## src/hdl/smc_pkg.sv

```systemverilog
`default_nettype none

package smc_pkg;

  // Position register width; positions wrap at this width.
  localparam int PosW = 32;

  localparam int PeriodW  = 16;
  localparam int SinceW   = 17;
  localparam int SpeedW   = 7;
  localparam int ProductW = 24;
  localparam int ShareW   = 17;

  localparam logic [SpeedW-1:0]  SpeedFull = 7'd100;
  localparam logic [SinceW-1:0]  SinceMax  = 17'h1FFFF;
  localparam logic [PeriodW-1:0] MinReset  = 16'd400;
  localparam logic [PeriodW-1:0] MaxReset  = 16'd4000;

  // x / 100 == (x * RecipMul) >> RecipShift for every |x| <= 65535 * 100
  localparam logic [23:0] RecipMul   = 24'd10737419;
  localparam int          RecipShift = 30;

  typedef enum logic [2:0] {
    ACT_TICK      = 3'd0,
    ACT_START     = 3'd1,
    ACT_ABORT     = 3'd2,
    ACT_POWER_ON  = 3'd3,
    ACT_POWER_OFF = 3'd4
  } action_e;

  typedef enum logic [1:0] {
    RES_REACHED   = 2'd0,
    RES_POWER_OFF = 2'd1,
    RES_ABORTED   = 2'd2
  } result_e;

  typedef enum logic [1:0] {
    PH_CHECK = 2'd0,
    PH_RAISE = 2'd1,
    PH_COUNT = 2'd2,
    PH_FALL  = 2'd3
  } phase_e;

  typedef enum logic {
    CFG_MIN_PERIOD = 1'b0,
    CFG_MAX_PERIOD = 1'b1
  } cfg_e;

endpackage

`default_nettype wire

```

## src/hdl/smc_speed_div.sv

```systemverilog
`default_nettype none

module smc_speed_div
  import smc_pkg::*;
(
  input  logic signed [ProductW-1:0] prod_i,
  output logic signed [ShareW-1:0]   share_o
);

  logic                  neg;
  logic [ProductW-2:0]   mag;
  logic [ProductW-1:0]   neg_prod;
  logic [ProductW+23:0]  scaled;
  logic [PeriodW-1:0]    quot;

  assign neg      = prod_i[ProductW-1];
  assign neg_prod = -prod_i;
  assign mag      = neg ? neg_prod[ProductW-2:0] : prod_i[ProductW-2:0];
  // reciprocal multiply, quotient truncated toward zero
  assign scaled   = {1'b0, mag} * {{(ProductW){1'b0}}, RecipMul};
  assign quot     = scaled[RecipShift+PeriodW-1:RecipShift];
  assign share_o  = neg ? -$signed({1'b0, quot}) : $signed({1'b0, quot});

endmodule

`default_nettype wire

```

## src/hdl/stepper_move_controller.sv

```systemverilog
`default_nettype none

// Step/direction pulse generator for a stepper driver. Each input item is one
// command (one-microsecond tick, start move, abort, power on, power off) and
// yields exactly one result item with the position, power, busy and pin
// levels after that command. One item is accepted per clock cycle unless a
// stalled result output holds the pipeline; an item passes the product
// register, quotient register and result register, a depth set by the speed
// share multiply and its reciprocal divide by 100. A step takes four phases of
// the phase period, which is max_period_us - (max - min) * speed / 100 ticks; a
// reversal waits for twice (min_period_us + share), less the time since the
// last step. Abort and power off stop a move at its next check phase. The
// user must write the period registers only while no item is in flight; the
// block does not enforce this. The configuration port is always ready.
module stepper_move_controller
  import smc_pkg::*;
(
  input  logic                     clk_i,
  input  logic                     rst_ni,
  // configuration writes
  input  logic                     cfg_valid_i,
  output logic                     cfg_ready_o,
  input  logic                     cfg_index_i,
  input  logic [PeriodW-1:0]       cfg_data_i,
  // command items
  input  logic                     in_valid_i,
  output logic                     in_ready_o,
  input  logic [2:0]               action_i,
  input  logic                     relative_i,
  input  logic signed [PosW-1:0]   steps_i,
  input  logic [SpeedW-1:0]        speed_i,
  // result items
  output logic                     out_valid_o,
  input  logic                     out_ready_i,
  output logic signed [PosW-1:0]   position_o,
  output logic                     position_valid_o,
  output logic                     powered_o,
  output logic                     busy_res_o,
  output logic                     step_level_o,
  output logic                     dir_level_o,
  output logic                     move_done_o,
  output logic [1:0]               move_result_o,
  output logic                     accepted_o
);

  // ---------------------------------------------------------------------------
  // Configuration registers
  // ---------------------------------------------------------------------------
  logic [PeriodW-1:0] min_q, max_q;

  assign cfg_ready_o = 1'b1;

  always_ff @(posedge clk_i or negedge rst_ni) begin
    if (!rst_ni) begin
      min_q <= MinReset;
      max_q <= MaxReset;
    end else if (cfg_valid_i) begin
      unique case (cfg_e'(cfg_index_i))
        CFG_MIN_PERIOD: min_q <= cfg_data_i;
        CFG_MAX_PERIOD: max_q <= cfg_data_i;
        default: ;
      endcase
    end
  end

  // ---------------------------------------------------------------------------
  // Pipeline handshake: stage 1 (product), stage 2 (share), result register
  // ---------------------------------------------------------------------------
  logic s1_valid_q, s2_valid_q, out_valid_q;
  logic out_free, s2_adv, s2_free, s1_adv, s1_free;

  assign out_free   = !out_valid_q || out_ready_i;
  assign s2_adv     = s2_valid_q && out_free;     // item executes against state
  assign s2_free    = !s2_valid_q || s2_adv;
  assign s1_adv     = s1_valid_q && s2_free;
  assign s1_free    = !s1_valid_q || s1_adv;
  assign in_ready_o = s1_free;

  always_ff @(posedge clk_i or negedge rst_ni) begin
    if (!rst_ni) begin
      s1_valid_q  <= 1'b0;
      s2_valid_q  <= 1'b0;
      out_valid_q <= 1'b0;
    end else begin
      if (s1_free) begin
        s1_valid_q <= in_valid_i;
      end
      if (s2_free) begin
        s2_valid_q <= s1_valid_q;
      end
      if (out_free) begin
        out_valid_q <= s2_valid_q;
      end
    end
  end

  // ---------------------------------------------------------------------------
  // Stage 1: (max - min) * speed, speed clamped to full
  // ---------------------------------------------------------------------------
  logic [SpeedW-1:0]         speed_c;
  logic signed [16:0]        diff_s;
  logic signed [7:0]         speed_s;
  logic signed [24:0]        prod_full;

  logic [2:0]                s1_action_q;
  logic                      s1_rel_q;
  logic [PosW-1:0]           s1_steps_q;
  logic signed [ProductW-1:0] s1_prod_q;

  assign speed_c   = (speed_i > SpeedFull) ? SpeedFull : speed_i;
  assign diff_s    = $signed({1'b0, max_q}) - $signed({1'b0, min_q});
  assign speed_s   = $signed({1'b0, speed_c});
  assign prod_full = diff_s * speed_s;

  always_ff @(posedge clk_i) begin
    if (s1_free && in_valid_i) begin
      s1_action_q <= action_i;
      s1_rel_q    <= relative_i;
      s1_steps_q  <= steps_i;
      s1_prod_q   <= prod_full[ProductW-1:0];
    end
  end

  // ---------------------------------------------------------------------------
  // Stage 2: share = product / 100, truncated toward zero
  // ---------------------------------------------------------------------------
  logic signed [ShareW-1:0]  share;
  logic [2:0]                s2_action_q;
  logic                      s2_rel_q;
  logic [PosW-1:0]           s2_steps_q;
  logic signed [ShareW-1:0]  s2_share_q;

  smc_speed_div u_div (
    .prod_i  (s1_prod_q),
    .share_o (share)
  );

  always_ff @(posedge clk_i) begin
    if (s1_adv) begin
      s2_action_q <= s1_action_q;
      s2_rel_q    <= s1_rel_q;
      s2_steps_q  <= s1_steps_q;
      s2_share_q  <= share;
    end
  end

  // ---------------------------------------------------------------------------
  // Controller state and command execution
  // ---------------------------------------------------------------------------
  logic [PosW-1:0]    cur_q, cur_d, target_q, target_d;
  logic               powered_q, powered_d, abort_q, abort_d, moving_q, moving_d;
  phase_e             phase_q, phase_d;
  logic [SinceW-1:0]  cd_q, cd_d, since_q, since_d;
  logic [PeriodW-1:0] period_q, period_d;
  logic               last_pos_q, last_pos_d, mpos_q, mpos_d;
  logic               step_q, step_d, dir_q, dir_d;
  result_e            result_q, result_d;
  logic               done, acc;

  // start-move helpers
  logic [PosW-1:0]    tgt;
  logic               tgt_gt, cur_gt;
  logic signed [17:0] turn_sum, period_sum;
  logic [SinceW-1:0]  turn;

  assign tgt        = s2_rel_q ? (cur_q + s2_steps_q) : s2_steps_q;
  assign tgt_gt     = $signed(tgt) > $signed(cur_q);
  assign cur_gt     = $signed(target_q) > $signed(cur_q);
  // min + share lies between min and max, so it fits 16 bits unsigned
  assign turn_sum   = $signed({2'b00, min_q}) + {s2_share_q[ShareW-1], s2_share_q};
  assign period_sum = $signed({2'b00, max_q}) - {s2_share_q[ShareW-1], s2_share_q};
  assign turn       = {turn_sum[PeriodW-1:0], 1'b0};

  always_comb begin
    cur_d      = cur_q;
    target_d   = target_q;
    powered_d  = powered_q;
    abort_d    = abort_q;
    moving_d   = moving_q;
    phase_d    = phase_q;
    cd_d       = cd_q;
    period_d   = period_q;
    since_d    = since_q;
    last_pos_d = last_pos_q;
    mpos_d     = mpos_q;
    step_d     = step_q;
    dir_d      = dir_q;
    result_d   = result_q;
    done       = 1'b0;
    acc        = 1'b0;
    unique case (action_e'(s2_action_q))
      ACT_TICK: begin
        if (since_q != SinceMax) begin
          since_d = since_q + 1'b1;
        end
        if (moving_q) begin
          if (cd_q <= 17'd1) begin
            cd_d = {1'b0, period_q};
            unique case (phase_q)
              PH_CHECK: begin
                if (!powered_q) begin
                  moving_d = 1'b0;
                  result_d = RES_POWER_OFF;
                  done     = 1'b1;
                end else if (abort_q) begin
                  moving_d = 1'b0;
                  result_d = RES_ABORTED;
                  done     = 1'b1;
                end else if (target_q == cur_q) begin
                  moving_d = 1'b0;
                  result_d = RES_REACHED;
                  done     = 1'b1;
                end else begin
                  mpos_d  = cur_gt;
                  dir_d   = !cur_gt;
                  phase_d = PH_RAISE;
                end
              end
              PH_RAISE: begin
                step_d     = 1'b1;
                since_d    = '0;
                last_pos_d = mpos_q;
                phase_d    = PH_COUNT;
              end
              PH_COUNT: begin
                if (powered_q) begin
                  cur_d = mpos_q ? (cur_q + 1'b1) : (cur_q - 1'b1);
                end
                phase_d = PH_FALL;
              end
              PH_FALL: begin
                step_d  = 1'b0;
                phase_d = PH_CHECK;
              end
            endcase
          end else begin
            cd_d = cd_q - 1'b1;
          end
        end
      end
      ACT_START: begin
        if (!moving_q) begin
          if (!powered_q) begin
            result_d = RES_POWER_OFF;
            done     = 1'b1;
          end else begin
            target_d = tgt;
            if (tgt == cur_q) begin
              result_d = RES_REACHED;
              done     = 1'b1;
            end else begin
              abort_d  = 1'b0;
              // reversal: wait out the remainder of the turn delay
              if ((tgt_gt != last_pos_q) && (since_q < turn)) begin
                cd_d = turn - since_q;
              end else begin
                cd_d = '0;
              end
              period_d = period_sum[PeriodW-1:0];
              phase_d  = PH_CHECK;
              moving_d = 1'b1;
              acc      = 1'b1;
            end
          end
        end
      end
      ACT_ABORT: begin
        if (powered_q) begin
          abort_d = 1'b1;
          acc     = 1'b1;
        end
      end
      ACT_POWER_ON: begin
        if (!powered_q) begin
          powered_d = 1'b1;
          acc       = 1'b1;
        end
      end
      ACT_POWER_OFF: begin
        if (powered_q) begin
          powered_d = 1'b0;
          cur_d     = '0;
          acc       = 1'b1;
        end
      end
      default: ;
    endcase
  end

  always_ff @(posedge clk_i or negedge rst_ni) begin
    if (!rst_ni) begin
      cur_q      <= '0;
      target_q   <= '0;
      powered_q  <= 1'b0;
      abort_q    <= 1'b0;
      moving_q   <= 1'b0;
      phase_q    <= PH_CHECK;
      cd_q       <= '0;
      period_q   <= '0;
      since_q    <= SinceMax;
      last_pos_q <= 1'b0;
      mpos_q     <= 1'b0;
      step_q     <= 1'b0;
      dir_q      <= 1'b0;
      result_q   <= RES_REACHED;
    end else if (s2_adv) begin
      cur_q      <= cur_d;
      target_q   <= target_d;
      powered_q  <= powered_d;
      abort_q    <= abort_d;
      moving_q   <= moving_d;
      phase_q    <= phase_d;
      cd_q       <= cd_d;
      period_q   <= period_d;
      since_q    <= since_d;
      last_pos_q <= last_pos_d;
      mpos_q     <= mpos_d;
      step_q     <= step_d;
      dir_q      <= dir_d;
      result_q   <= result_d;
    end
  end

  // ---------------------------------------------------------------------------
  // Result register
  // ---------------------------------------------------------------------------
  logic [PosW-1:0] out_pos_q;
  logic            out_pwr_q, out_busy_q, out_step_q, out_dir_q, out_done_q, out_acc_q;
  logic [1:0]      out_res_q;

  always_ff @(posedge clk_i) begin
    if (s2_adv) begin
      out_pos_q  <= powered_d ? cur_d : '0;
      out_pwr_q  <= powered_d;
      out_busy_q <= moving_d;
      out_step_q <= step_d;
      out_dir_q  <= dir_d;
      out_done_q <= done;
      out_res_q  <= result_d;
      out_acc_q  <= acc;
    end
  end

  assign out_valid_o      = out_valid_q;
  assign position_o       = out_pos_q;
  assign position_valid_o = out_pwr_q;
  assign powered_o        = out_pwr_q;
  assign busy_res_o       = out_busy_q;
  assign step_level_o     = out_step_q;
  assign dir_level_o      = out_dir_q;
  assign move_done_o      = out_done_q;
  assign move_result_o    = out_res_q;
  assign accepted_o       = out_acc_q;

`ifndef ASSERT_OFF
  // the step pin is only high inside a running move
  a_step_in_move: assert property (@(posedge clk_i) disable iff (!rst_ni)
    step_q |-> moving_q)
    else $error("step pin high with no move running");

  // phases other than check only occur while a move runs
  a_phase_in_move: assert property (@(posedge clk_i) disable iff (!rst_ni)
    (phase_q != PH_CHECK) |-> moving_q)
    else $error("step phase advanced outside a move");

  // position is held at zero while the driver is off
  a_pos_off: assert property (@(posedge clk_i) disable iff (!rst_ni)
    !powered_q |-> (cur_q == '0))
    else $error("position moved while powered off");

  // the step timer only moves when an item executes
  a_since_hold: assert property (@(posedge clk_i) disable iff (!rst_ni)
    !s2_adv |=> $stable(since_q) && $stable(cd_q))
    else $error("timer changed with no item executing");
`endif

endmodule

`default_nettype wire
```

## config.mk

```make
export PLATFORM = sky130hd
export DESIGN_NAME = stepper_move_controller
export DESIGN_NICKNAME = d
export VERILOG_FILES = /design/src/hdl/smc_pkg.sv /design/src/hdl/smc_speed_div.sv /design/src/hdl/stepper_move_controller.sv
export SDC_FILE = /design/constraint.sdc
export NUM_CORES = 2
export LEC_CHECK = 0
export BUFFER_PORTS_ARGS = -buffer_cell sky130_fd_sc_hd__buf_2
export CAP_MARGIN = 20
export CORE_ASPECT_RATIO = 0.6
export CORE_MARGIN = 4
export CORE_UTILIZATION = 59
export DETAILED_ROUTE_END_ITERATION = 6
export GPL_TIMING_DRIVEN = 0
export PLACE_DENSITY = 0.79
export SLEW_MARGIN = 40
export SYNTH_ARGS = -nofsm -noshare
export SYNTH_HDL_FRONTEND = slang
export SYNTH_HIERARCHICAL = 1
export SYNTH_SLANG_ARGS = --single-unit
```

## constraint.sdc

```tcl
create_clock -name clk_i -period 10.43 [get_ports clk_i]
set_input_delay 2.086 -clock clk_i [delete_from_list [all_inputs] [get_ports clk_i]]
set_output_delay 2.086 -clock clk_i [all_outputs]
set_load 0.005 [all_outputs]
```

==> impl_metrics.tcl <==
set metrics [dict create \
    outcome "finished, final reports clean" \
    arrival_ns 10.51 \
    hold_class "reg -> reg" \
    fin_crit_sh_pct 97.40 \
    num_io_pins 109 \
    ant_nets 0 \
    nFillCells 4637 \
    postLayoutCellArea_um2 37900 \
    multiInputGateArea_um2 24040 \
    cts_max_level 1 \
    setup_viol 0 \
    clkTransAtPathRegs_ns 0.08 \
    coreArea_um2 57940 \
    wl_mm 101.4 \
    worst_pin_slew_ns 1.069 \
    drtIter0Drc 3591 \
    place.detailed.hpwl_mm 83.73 \
    grt_pass1_vias 26670 \
    utilization_pct 65.41 \
    seqCellArea_um2 8601 \
    fp.dieW_um 321.4 \
    placed_cell_area_um2 36540 \
    synth_nets 4526 \
    cp.required_ns 10.78 \
    firstDrtPassIters 6 \
    nets 4681 \
    finalMaxSlewViolations 0 \
    grt-ovfl-total 0 \
    maxCapViolCount 0 \
    skew_ns 0.01680 \
    start_util_pct 60.02 \
    grt_max_degree 73 \
    synthesis.area_um2 34780 \
    antenna_found_initial 5 \
    clk_path_buf_depth 3 \
    cts_tree "built" \
    track_usage_pct 31.88 \
    synth_warnings 6 \
    hold_slack_ns 0.4146 \
    syn_area_per_cell_um2 9.420 \
    drc 0 \
    hold_viol 0 \
    final_common_cell "inv_1" \
    cts-hold-fix-buffers 0 \
    final_cell_mix "inv_1, ha_1, nand2_1" \
    start_kind "flip-flop" \
    vias_per_cell 6.119 \
    die_area_um2 63020 \
    avgRoutedWirePerCell_um 21.81 \
    port_buffers 107 \
    cp-end-kind "flip-flop" \
    cts_sinks 312 \
    cts_made_buffers 30 \
    grt_pass1_wl_mm 155.0 \
    max_freq_ghz 0.09844 \
    vias 28440 \
    period_minus_slack_ns 10.16 \
    drive_gt1_share_pct 9.687 \
    std_cell_rows 68 \
    synthCells 3692 \
    root_buffer "clkbuf_16" \
    area.growth.synth_to_final_pct 8.973 \
    path_class "reg -> reg" \
    max_slew_margin_pct 27.63 \
    gp_routability_congestion 1.059 \
    die_y_um 196.1 \
    clk_latency_ns 0.61 \
    cp_max_fo 10 \
]
-- per-stage QoR --
stage	worst slack, ns	cells	TNS [ns]
after floorplan	0.7757	3692	0
after global placement	-0.7587	4569	-3.756
after detailed placement	-0.4849	4575	-1.542
after CTS	0.03935	4632	0
after global routing	-0.04453	4643	-0.07668
final	0.2717	4647	0
-- per-layer routing --
layer	part of all wire, %	GRT usage [%]	up-vias
met3	17	16.84	96
met1	46	50.28	13680
met5	0.25	2.299	-
met4	1.0	3.311	8
li1	-	-	13040
met2	36	38.52	1612
-- cell type report --
class,count,area share [%]
buffer,80,0.8716
sequential,312,22.69
multi-input combinational,2738,63.43
inverter,561,5.566
antenna,6,0.03962
timing repair buffer,124,2.001
tap,770,2.542
clock buffer,37,2.238
clock inverter,19,0.6174
-- final timing paths --
kind,start,to,slack [ns],depth (start not counted)
max reg2reg,s1_prod_q[23],s2_share_q[13],0.27,26
min,s1_steps_q[9],s2_steps_q[9],0.41,0
min in group asynchronous,rst_ni,cur_q[25],1.36,1
min reg2reg,s1_steps_q[9],s2_steps_q[9],0.41,0
max,s1_prod_q[23],s2_share_q[13],0.27,26
max in group asynchronous,rst_ni,max_q[11],8.01,3
-- state kept, by name, summed over array words and instances (netlist names), 2 cells and up --
signal         cells
cur_q             32
position_o        32
s1_steps_q        32
s2_steps_q        32
target_q          32
s1_prod_q         24
cd_q              17
since_q           17
max_q             16
min_q             16
period_q          16
s2_share_q        16
s1_action_q        3
s2_action_q        3
move_result_o      2
phase_q            2
result_q           2
-- worst max-delay path, stage by stage, from the launching register on --
cell,delay [ns]
edfxtp_1,0.61
clkbuf_1,0.58
nand2_1,0.14
xor2_1,0.54
inv_1,0.39
ha_1,0.61
inv_1,0.10
fa_1,0.50
fa_1,0.52
fa_1,0.52
inv_1,0.05
fa_1,0.48
fa_1,0.59
inv_1,0.07
fa_1,0.55
inv_1,0.06
ha_1,0.38
a21oi_1,0.30
o21ai_0,0.15
o211ai_1,0.35
nand2_1,0.16
or4_1,0.50
and2_1,0.23
or4_4,0.56
or4_4,0.56
o21ai_0,0.27
xnor2_1,0.13
-- what timing repair did --
action                     4_1_cts  5_1_grt
gates resized for setup          5       20
setup buffers                    1       10
setup endpoints to repair        6       11
gates cloned                     0        0
pin swaps                        1        5
Power is not shown: default switching activity piles up to over one toggle a cycle in this logic, so the estimate is an artifact.
